===== src/sv/fcf_pkg.sv =====
// ----------------------------------------------------------------------------
// fcf_pkg: shared types and constants for the framed record checker
// Item and result structures, status codes, FNV-1a constants and step function.
// ----------------------------------------------------------------------------
package fcf_pkg;

  // FNV-1a constants and header size.
  localparam logic [31:0] FNV_BASIS    = 32'h811c_9dc5;
  localparam logic [31:0] FNV_PRIME    = 32'h0100_0193;
  localparam logic [4:0]  HEADER_BYTES = 5'd16;

  // Status codes.
  localparam logic [2:0] ST_OK       = 3'd0;
  localparam logic [2:0] ST_SHORT    = 3'd1;
  localparam logic [2:0] ST_MAGIC    = 3'd2;
  localparam logic [2:0] ST_VERSION  = 3'd3;
  localparam logic [2:0] ST_TRUNC    = 3'd4;
  localparam logic [2:0] ST_MISMATCH = 3'd5;

  // Configuration register indexes.
  localparam logic [1:0] CFG_MAGIC   = 2'd0;
  localparam logic [1:0] CFG_VERSION = 2'd1;

  // Reset values of the configuration registers.
  localparam logic [31:0] MAGIC_RESET   = 32'h5941_504c;
  localparam logic [31:0] VERSION_RESET = 32'd1;

  // One input item.
  typedef struct packed {
    logic [7:0] data_byte;
    logic       end_of_buffer;
  } fcf_item_t;

  // One result item.
  typedef struct packed {
    logic [2:0]  status;
    logic [31:0] payload_length;
    logic [31:0] computed_hash;
  } fcf_result_t;

  // One FNV-1a step. The prime is 2^24 + 0x193, so the product is a shift-add sum.
  function automatic logic [31:0] fnv_step(input logic [31:0] hash, input logic [7:0] b);
    logic [31:0] x;
    begin
      x = hash ^ {24'd0, b};
      fnv_step = x + (x << 1) + (x << 4) + (x << 7) + (x << 8) + (x << 24);
    end
  endfunction

endpackage


===== src/sv/fcf_in_stage.sv =====
// ----------------------------------------------------------------------------
// fcf_in_stage: input register
// Takes one item per cycle unless stalled; holds it until the core takes it.
// ----------------------------------------------------------------------------
module fcf_in_stage
  import fcf_pkg::*;
(
  input  logic      clk,
  input  logic      rst_n,
  input  logic      in_valid,
  output logic      in_stall,
  input  fcf_item_t in_item,
  input  logic      advance,
  output logic      item_valid,
  output fcf_item_t item
);

  logic      valid_r;
  logic      valid_nxt;
  fcf_item_t item_r;

  // The register is free when empty or when its item moves on this cycle.
  assign in_stall   = valid_r && !advance;
  assign valid_nxt  = in_valid ? 1'b1 : (valid_r && !advance);
  assign item_valid = valid_r;
  assign item       = item_r;

  // Valid flag.
  always_ff @(posedge clk) begin
    if (!rst_n) begin
      valid_r <= 1'b0;
    end else if (!in_stall) begin
      valid_r <= valid_nxt;
    end
  end

  // Payload loads on every accepted item.
  always_ff @(posedge clk) begin
    if (in_valid && !in_stall) begin
      item_r <= in_item;
    end
  end

endmodule


===== src/sv/fcf_core.sv =====
// ----------------------------------------------------------------------------
// fcf_core: header parser and payload hasher
// Holds the frame state and does one byte of work per fired item.
// ----------------------------------------------------------------------------
module fcf_core
  import fcf_pkg::*;
(
  input  logic        clk,
  input  logic        rst_n,
  input  logic        fire,
  input  fcf_item_t   item,
  input  logic [31:0] expected_magic,
  input  logic [31:0] expected_version,
  output logic        emit,
  output fcf_result_t result
);

  localparam logic [1:0] PH_HEADER  = 2'd0;
  localparam logic [1:0] PH_PAYLOAD = 2'd1;
  localparam logic [1:0] PH_DONE    = 2'd2;

  logic [1:0]  phase_r,   phase_nxt;
  logic [4:0]  hdr_idx_r, hdr_idx_nxt;
  logic [31:0] word_r,    word_nxt;
  logic        magic_r,   magic_nxt;
  logic        ver_r,     ver_nxt;
  logic [31:0] len_r,     len_nxt;
  logic [31:0] sum_r,     sum_nxt;
  logic [31:0] left_r,    left_nxt;
  logic [31:0] hash_r,    hash_nxt;

  logic [1:0]  pos;
  logic [4:0]  idx_inc;
  logic [31:0] assembled;
  logic        eob;
  logic        rearm;

  assign pos       = hdr_idx_r[1:0];
  assign idx_inc   = hdr_idx_r + 5'd1;
  assign assembled = word_r | ({24'd0, item.data_byte} << {pos, 3'b000});
  assign eob       = item.end_of_buffer;

  // Next-state and result logic for one byte.
  always_comb begin
    phase_nxt   = phase_r;
    hdr_idx_nxt = hdr_idx_r;
    word_nxt    = word_r;
    magic_nxt   = magic_r;
    ver_nxt     = ver_r;
    len_nxt     = len_r;
    sum_nxt     = sum_r;
    left_nxt    = left_r;
    hash_nxt    = hash_r;
    emit        = 1'b0;
    rearm       = 1'b0;
    result      = '0;

    case (phase_r)
      PH_HEADER: begin
        word_nxt    = assembled;
        hdr_idx_nxt = idx_inc;
        // A word completes on every fourth byte.
        if (pos == 2'd3) begin
          word_nxt = '0;
          case (idx_inc)
            5'd4:    magic_nxt = (assembled == expected_magic);
            5'd8:    ver_nxt   = (assembled == expected_version);
            5'd12:   len_nxt   = assembled;
            default: sum_nxt   = assembled;
          endcase
        end
        if (idx_inc < HEADER_BYTES) begin
          if (eob) begin
            emit          = 1'b1;
            rearm         = 1'b1;
            result.status = ST_SHORT;
          end
        end else begin
          // Header complete: checks in priority order.
          result.payload_length = len_nxt;
          if (!magic_nxt) begin
            emit          = 1'b1;
            rearm         = eob;
            result.status = ST_MAGIC;
          end else if (!ver_nxt) begin
            emit          = 1'b1;
            rearm         = eob;
            result.status = ST_VERSION;
          end else if (len_nxt == 32'd0) begin
            emit          = 1'b1;
            rearm         = eob;
            result.status = (hash_r == sum_nxt) ? ST_OK : ST_MISMATCH;
          end else if (eob) begin
            emit          = 1'b1;
            rearm         = 1'b1;
            result.status = ST_TRUNC;
          end else begin
            left_nxt  = len_nxt;
            phase_nxt = PH_PAYLOAD;
          end
        end
      end
      PH_PAYLOAD: begin
        hash_nxt              = fnv_step(hash_r, item.data_byte);
        left_nxt              = left_r - 32'd1;
        result.payload_length = len_r;
        if (left_nxt == 32'd0) begin
          emit          = 1'b1;
          rearm         = eob;
          result.status = (hash_nxt == sum_r) ? ST_OK : ST_MISMATCH;
        end else if (eob) begin
          emit          = 1'b1;
          rearm         = 1'b1;
          result.status = ST_TRUNC;
        end
      end
      default: begin
        // Done, or a stray code: ignore bytes until the buffer ends.
        rearm = eob;
      end
    endcase

    result.computed_hash = hash_nxt;

    // After a result the block waits for the buffer end or rearms now.
    if (emit && !rearm) begin
      phase_nxt = PH_DONE;
    end
    if (rearm) begin
      phase_nxt   = PH_HEADER;
      hdr_idx_nxt = '0;
      word_nxt    = '0;
      magic_nxt   = 1'b0;
      ver_nxt     = 1'b0;
      len_nxt     = '0;
      sum_nxt     = '0;
      left_nxt    = '0;
      hash_nxt    = FNV_BASIS;
    end
  end

  // Frame state registers.
  always_ff @(posedge clk) begin
    if (!rst_n) begin
      phase_r   <= PH_HEADER;
      hdr_idx_r <= '0;
      word_r    <= '0;
      magic_r   <= 1'b0;
      ver_r     <= 1'b0;
      len_r     <= '0;
      sum_r     <= '0;
      left_r    <= '0;
      hash_r    <= FNV_BASIS;
    end else if (fire) begin
      phase_r   <= phase_nxt;
      hdr_idx_r <= hdr_idx_nxt;
      word_r    <= word_nxt;
      magic_r   <= magic_nxt;
      ver_r     <= ver_nxt;
      len_r     <= len_nxt;
      sum_r     <= sum_nxt;
      left_r    <= left_nxt;
      hash_r    <= hash_nxt;
    end
  end

endmodule


===== src/sv/fcf_out_stage.sv =====
// ----------------------------------------------------------------------------
// fcf_out_stage: result register
// Holds one result item until the receiver takes it.
// ----------------------------------------------------------------------------
module fcf_out_stage
  import fcf_pkg::*;
(
  input  logic        clk,
  input  logic        rst_n,
  input  logic        fire,
  input  logic        emit,
  input  fcf_result_t result,
  output logic        advance,
  output logic        out_valid,
  input  logic        out_stall,
  output fcf_result_t out_result
);

  logic        valid_r;
  fcf_result_t result_r;

  // The core may run when the register is empty or is drained this cycle.
  assign advance    = !valid_r || !out_stall;
  assign out_valid  = valid_r;
  assign out_result = result_r;

  // Valid flag.
  always_ff @(posedge clk) begin
    if (!rst_n) begin
      valid_r <= 1'b0;
    end else if (advance) begin
      valid_r <= fire && emit;
    end
  end

  // Payload loads whenever a new result is produced.
  always_ff @(posedge clk) begin
    if (fire && emit) begin
      result_r <= result;
    end
  end

endmodule


===== src/sv/framed_record_checker_fnv.sv =====
// ----------------------------------------------------------------------------
// framed_record_checker_fnv: framed record checker with FNV-1a payload hash
// Parses a 16-byte header, hashes the payload and reports one status per frame.
// ----------------------------------------------------------------------------
// Throughput: one item per cycle while out_stall does not hold the result register;
// the hash step is one xor and a shift-add multiply.
// The input register and the result register let a new item enter while a result waits.
// Reset (synchronous, rst_n low) empties both registers, rearms the frame parser
// and restores the magic and version registers to their reset values.
module framed_record_checker_fnv
  import fcf_pkg::*;
(
  input  logic        clk,
  input  logic        rst_n,
  input  logic        in_valid,
  output logic        in_stall,
  input  logic [7:0]  in_data_byte,
  input  logic        in_end_of_buffer,
  output logic        out_valid,
  input  logic        out_stall,
  output logic [2:0]  out_status,
  output logic [31:0] out_payload_length,
  output logic [31:0] out_computed_hash,
  input  logic        cfg_valid,
  output logic        cfg_ready,
  input  logic [1:0]  cfg_index,
  input  logic [31:0] cfg_data
);

  logic [31:0] magic_r;
  logic [31:0] version_r;
  fcf_item_t   in_item;
  fcf_item_t   item;
  logic        item_valid;
  logic        advance;
  logic        fire;
  logic        emit;
  fcf_result_t result;
  fcf_result_t out_result;

  assign cfg_ready = 1'b1;

  // Configuration registers; unknown indexes are ignored.
  always_ff @(posedge clk) begin
    if (!rst_n) begin
      magic_r   <= MAGIC_RESET;
      version_r <= VERSION_RESET;
    end else if (cfg_valid && cfg_ready) begin
      case (cfg_index)
        CFG_MAGIC:   magic_r   <= cfg_data;
        CFG_VERSION: version_r <= cfg_data;
        default:     ;
      endcase
    end
  end

  assign in_item.data_byte     = in_data_byte;
  assign in_item.end_of_buffer = in_end_of_buffer;
  assign fire                  = item_valid && advance;

  fcf_in_stage u_in (
    .clk        (clk),
    .rst_n      (rst_n),
    .in_valid   (in_valid),
    .in_stall   (in_stall),
    .in_item    (in_item),
    .advance    (advance),
    .item_valid (item_valid),
    .item       (item)
  );

  fcf_core u_core (
    .clk              (clk),
    .rst_n            (rst_n),
    .fire             (fire),
    .item             (item),
    .expected_magic   (magic_r),
    .expected_version (version_r),
    .emit             (emit),
    .result           (result)
  );

  fcf_out_stage u_out (
    .clk        (clk),
    .rst_n      (rst_n),
    .fire       (fire),
    .emit       (emit),
    .result     (result),
    .advance    (advance),
    .out_valid  (out_valid),
    .out_stall  (out_stall),
    .out_result (out_result)
  );

  assign out_status         = out_result.status;
  assign out_payload_length = out_result.payload_length;
  assign out_computed_hash  = out_result.computed_hash;

endmodule


===== config.mk =====
export PLATFORM = sky130hd
export DESIGN_NAME = framed_record_checker_fnv
export DESIGN_NICKNAME = d
export VERILOG_FILES = /design/src/sv/fcf_pkg.sv /design/src/sv/fcf_in_stage.sv /design/src/sv/fcf_core.sv /design/src/sv/fcf_out_stage.sv /design/src/sv/framed_record_checker_fnv.sv
export SDC_FILE = /design/constraint.sdc
export NUM_CORES = 1
export LEC_CHECK = 0
export ABC_CLOCK_PERIOD_IN_PS = 6000
export CAP_MARGIN = 40
export CORE_MARGIN = 1
export CORE_UTILIZATION = 40
export DETAILED_ROUTE_END_ITERATION = 16
export DONT_BUFFER_PORTS = 1
export SETUP_SLACK_MARGIN = 0.05
export SLEW_MARGIN = 10
export SYNTH_ARGS = -nofsm -noshare
export SYNTH_HDL_FRONTEND = slang
export SYNTH_HIERARCHICAL = 1
export SYNTH_SLANG_ARGS = --single-unit
export TNS_END_PERCENT = 10

===== constraint.sdc =====
create_clock -name clk -period 6 [get_ports clk]
set_input_delay 0.3 -clock clk [delete_from_list [all_inputs] [get_ports clk]]
set_output_delay 0.3 -clock clk [all_outputs]
set_load 0.02 [all_outputs]

* Yosys cells after proc, flatten, opt, wreduce, memory -nomap -nowiden
Index checks and enable logic that the tools add are counted.
** Cells by class
- $add $sub $neg :: 7
- Multipliers :: 0
- Divide/modulo/power cells :: 0
- $lt $le $gt $ge :: 1
- Equal/unequal tests :: 18
- Shifts and indexed selects :: 1
- Muxes and demuxes :: 67
- Bitwise operators :: 2
- Reductions and logical operators :: 26
** Operators by type and width (count)
- two-way mux 32 bit :: 22
- adder 32 bit :: 5
- equality test 32 bit :: 4
- case mux 35 bit (2 select lines) :: 1
- zero test 32 bit :: 2
- case mux 32 bit (2 select lines) :: 1
- OR 32 bit :: 1
- left shift 8 x 5 -> 32 bit :: 1
- subtractor 32 x 1 -> 32 bit (second input constant) :: 1
- bitwise XOR 32 x 8 -> 32 bit :: 1
- two-way mux 3 bit :: 8
- two-way mux 1 bit :: 23
- inequality test 3 x 2 -> 1 bit (second input constant) :: 6
- two-way mux 2 bit :: 8
- AND reduction 7 bit :: 2
- nonzero test 3 bit :: 4
- equality test 5 x 4 -> 1 bit (second input constant) :: 2
- two-way mux 5 bit :: 2
- inequality test 3 x 1 -> 1 bit (second input constant) :: 2
- AND reduction 2 bit :: 3
- adder 5 x 1 -> 5 bit (second input constant) :: 1
- equality test 5 x 3 -> 1 bit (second input constant) :: 1
- logical AND 1 bit :: 5
- zero test 1 bit :: 5
- other kinds (8) :: 11
** Storage, ports and cells
- Flip-flop bits (word level) :: 311
- Bits in latches :: 0
- Bits in writable memories :: 0
- Bits in read-only memories :: 0
- Bits of input ports :: 48
- Output and inout port bits :: 70
- Word-level logic and storage cells :: 140
- Memories :: 0

* Logic depth before layout (Yosys ltp)
- Depth after elaboration :: 15
- Mapped depth :: 22
- Gate-level depth less buffers :: 19

* Hierarchy
Netlist, hierarchy kept.
** By module, submodules not included
- fcf_core :: instances 1, cells each 2004, area an instance 15951.5 um^2, seq. area each 3383.2 um^2
- framed_record_checker_fnv :: instances 1, cells each 263, area an instance 2578.7 um^2, seq. area each 1281.2 um^2
- fcf_out_stage :: instances 1, cells each 72, area an instance 2057.0 um^2, seq. area each 2031.9 um^2
- fcf_in_stage :: instances 1, cells each 13, area an instance 317.8 um^2, seq. area each 290.3 um^2

* Worst setup path after synthesis
OpenSTA, ideal clock, no wires.
- Kind :: reg2reg
- From :: register u_in.item_r (netlist bit u_in/item[3])
- To :: register u_out.result_r (netlist bit u_out/out_result[66]), data pin
- Setup time :: 0.263 ns
- Arrival time :: 5.286 ns
- Data required time :: 5.737 ns
- Path slack :: 0.451 ns
- Stages on the path, launching flop included :: 21
- Buffers on the path :: 3
- Clock period less this slack :: 5.549 ns
- Cell sequence :: edfxtp_1 -> clkbuf_1 -> clkbuf_1 -> xor2_1 -> fa_1 -> inv_1 -> fa_1 -> fa_1 -> inv_1 -> ha_1 -> clkbuf_1 -> nor3_1 -> o21ai_0 -> o311ai_1 -> o31ai_1 -> a21oi_1 -> o21ai_1 -> xor3_1 -> nor3_1 -> a41o_1 -> nand3_1
** RTL lines
- from (decl) :: RTL line fcf_in_stage.sv:20 : fcf_item_t item_r;
- from (signal assigned) :: RTL line fcf_in_stage.sv:40 : item_r <= in_item;
- to (signal assigned) :: RTL line fcf_out_stage.sv:39 : result_r <= result;
- to (decl) :: RTL line fcf_out_stage.sv:20 : fcf_result_t result_r;

==> flow_metrics.py <==
metrics = {
    "timing": {
        "period_share": 0.966,
        "fin_crit_ns": 5.79,
        "hold_viol": 0,
        "tns_ns": 0,
        "holdWs_ns": 0.0193,
        "slew_viol_final": 0,
        "rsz0062_at_grt": "false",
        "fin_skew_ns": 0.0204,
        "relSlewSlack": 0.323,
        "worst_slew_pin_slew_ns": 1.01,
        "fmax_ghz": 0.173,
        "setup-violations-final": 0,
    },
    "route": {
        "viasPerCell": 6.00,
        "antenna_left": 0,
        "drt_iter0_markers": 2162,
        "routed_wl_microns": 82300,
        "firstDrtPassIters": 5,
        "drc_errors": 0,
        "wl_per_cell_microns": 26.6,
        "vias": 18600,
    },
    "global_routing": {
        "gr-usage-all-layers": 0.307,
        "grt_pass1_vias": 17800,
        "gr-total-overflow": 0,
        "grt_max_degree": 227,
        "antenna_found_initial": 1,
        "grt_first_pass_wirelength_microns": 120000,
    },
    "placed_design": {
        "place_area_sq_um": 21900,
        "gp_congestion": 1.04,
        "place_hpwl_microns": 61900,
        "portBuffers": 0,
    },
    "power_and_ir_drop": {
        "p_int_uw": 3930,
        "p_sw_uw": 1720,
        "p_total_uw": 5650,
        "clock_power_share": 0.418,
        "leakage_uw": 0.00942,
        "power.density_nw_per_um2": 238,
        "combPwrFrac": 0.193,
        "seq_power_share": 0.390,
        "swShare": 0.304,
        "vdd_drop_max_v": 0.000240,
    },
    "setup_path": {
        "worst-r2r-cell-count": 17,
        "reg2reg_from": "u_in/item[8]$_DFFE_PP_",
        "crit_path_start_kind": "flip-flop",
        "crit_arrival_ns": 6.08,
        "worstReg2RegEnd": "u_out/out_result[66]$_DFFE_PP_",
        "critPathMaxFanout": 7,
        "endpoint_kind": "flip-flop",
        "rrSetupSlack_ns": 0.21,
        "crit_start": "u_in/item[8]$_DFFE_PP_",
        "critPathRequiredTime_ns": 6.29,
        "critPathKind": "flip-flop to flip-flop",
        "cp-endpoint": "u_out/out_result[66]$_DFFE_PP_",
    },
    "floorplan": {
        "placementRows": 83,
        "initial_core_util": 0.406,
        "die_area_sq_um": 53200,
        "die_x_microns": 231,
        "fp.dieH_microns": 231,
        "ioPinCount": 118,
        "coreArea_sq_um": 51500,
    },
    "synthesis": {
        "synth_edf_count": 76,
        "synth_common_cells": "dfxtp_1, nand2_1, inv_1",
        "synth-async-reset-ratio": 0,
        "synthTopCellsByArea": "dfxtp_1, edfxtp_1, fa_1",
        "synth.largest_area_cell": "dfxtp_1",
        "synthDominantCellAreaShare": 0.225,
        "syn_nets": 2542,
        "ys_ff_latch": 311,
        "ys_seq_area_frac": 0.334,
        "ys.flop_type": "dfxtp_1",
        "ys_types": 97,
        "yosysMostFrequentCell": "dfxtp_1",
        "yosysWarnings": 6,
        "syn_avg_cell_area_sq_um": 8.89,
        "netlist_instances": 2352,
        "syn-cell-area_sq_um": 20900,
    },
    "clock_network": {
        "clock_latency_ns": 0.57,
        "post_cts_buffers": 0,
        "cts_made_buffers": 38,
        "clk_path_buf_depth": 3,
        "clk_pin_slew_ns": 0.06,
        "cts.sinks": 311,
        "cts_tree": "done",
        "cts-root-buf": "clkbuf_16",
        "cts_max_level": 2,
    },
    "worst_hold_path": {
        "hp-class": "input port to flip-flop",
    },
    "finish": {
        "fin_util": 0.461,
        "fill_cells": 5019,
        "drive_gt1_frac": 0.105,
        "syn2layout_area_growth_pct": 13.6,
        "seqCellArea_sq_um": 6990,
        "multi_input_area_sq_um": 12600,
        "finalInstanceArea_sq_um": 23800,
        "fin_nets": 2574,
    },
    "run_status": {
        "outcome": "complete, no violations",
    },
    "job": {
        "cap_viol_max_count": 0,
    },
}
timing repair:
action	4_1_cts	5_1_grt
hold buffers	53	0
endpoints found under the setup margin	0	4
hold endpoints to repair	211	0
resized for setup	0	12
logic make-up after synthesis:
logic type | after synthesis | share of synthesized area
simple gates | 724 | 0.179
compound gates | 562 | 0.189
buf+inv | 355 | 0.0689
flops | 311 | 0.334
xor+xnor | 204 | 0.0889
fa+ha+maj | 142 | 0.114
mux | 53 | 0.0254
other cells | 1 | 0.000179
layer usage:
layer,up-vias,global-route usage,routed length [microns]
met5,-,0,13
met2,1002,0.458,35300
li1,8288,-,-
met1,9094,0.423,34900
met3,192,0.0711,8110
met4,2,0.134,3870
worst max-delay path, cell delays in order (launching register included):
cell	delay [ns]
edfxtp_1	0.55
xor2_1	0.47
ha_1	0.31
inv_1	0.08
fa_1	0.43
fa_1	0.51
inv_1	0.05
ha_1	0.37
a21oi_1	0.21
o21ai_0	0.18
a221oi_1	0.42
a31oi_1	0.22
a221o_1	0.45
and2_1	0.22
a22o_1	0.25
nor4_1	0.41
a41o_1	0.30
nand3_1	0.08
flip-flops by register name, summed over array words and instances, names as in the netlist, 5 cells and up:
| name | flops |
|---|---|
| u_core/hash_r | 32 |
| version_r | 32 |
| u_core/len_r | 32 |
| magic_r | 32 |
| u_out/out_result | 67 |
| u_core/sum_r | 32 |
| u_core/word_r | 32 |
| u_core/left_r | 32 |
| u_in/item | 9 |
| u_core/hdr_idx_r | 5 |
layout by cell type, fill, tap and decap left out, drive strengths merged, types with 13 or more instances in the layout:
cell         instances
a211oi              21
a21o                39
a21oi              146
a22oi               68
a31oi               13
and2                49
buf                102
clkbuf              47
clkinv              16
dfxtp              235
dlygate4sd3         52
edfxtp              76
fa                  81
ha                  61
inv                196
mux2i               53
nand2              221
nand2b              13
nand3               60
nand4               26
nor2               118
nor2b               93
nor3                34
nor4                44
o211ai              23
o21ai               94
o22ai               26
o31ai               34
xnor2              150
xor2                49
layout make-up:
class	count	area share
Multi-Input combinational cell	1686	0.528
Sequential cell	311	0.294
Timing Repair Buffer	154	0.0575
Clock buffer	47	0.0445
Tap cell	680	0.0358
Inverter	193	0.0305
Clock inverter	23	0.00864
Antenna cell	2	0.000211
power by group through the flow:
stage          logic, uW  clock network [uW]  registers, uW
2_1_floorplan        689                   0           2240
3_3_place_gp         985                   0           2250
3_5_place_dp         997                   0           2250
4_1_cts             1060                2390           2200
5_1_grt             1160                2480           2200
6_report            1090                2360           2200
how the worst min path moves through the flow:
| stage | start | end | slack [ns] | cells past startpoint |
|---|---|---|---|---|
| finish | cfg_index[0] | magic_r[12]$_SDFFE_PN1P_ | 0.02 | 2 |
| global route | cfg_valid | magic_r[27]$_SDFFE_PN1P_ | 0.02 | 2 |
| CTS | cfg_valid | magic_r[27]$_SDFFE_PN1P_ | 0.0008 | 2 |
| detailed placement | in_end_of_buffer | u_in/item[0]$_DFFE_PP_ | 0.40 | 0 |
| global placement | in_end_of_buffer | u_in/item[0]$_DFFE_PP_ | 0.40 | 0 |
| floorplan | in_end_of_buffer | u_in/item[0]$_DFFE_PP_ | 0.40 | 0 |
per-stage QoR:
| step | cells | worst slack (ns) |
|---|---|---|
| after floorplan | 2352 | 0.451 |
| after global placement | 2957 | 0.0412 |
| after detailed placement | 2971 | 0.0655 |
| after CTS | 3094 | 0.0741 |
| after global routing | 3094 | 0.0603 |
| final | 3096 | 0.206 |
(Power assumes the default switching activity.)
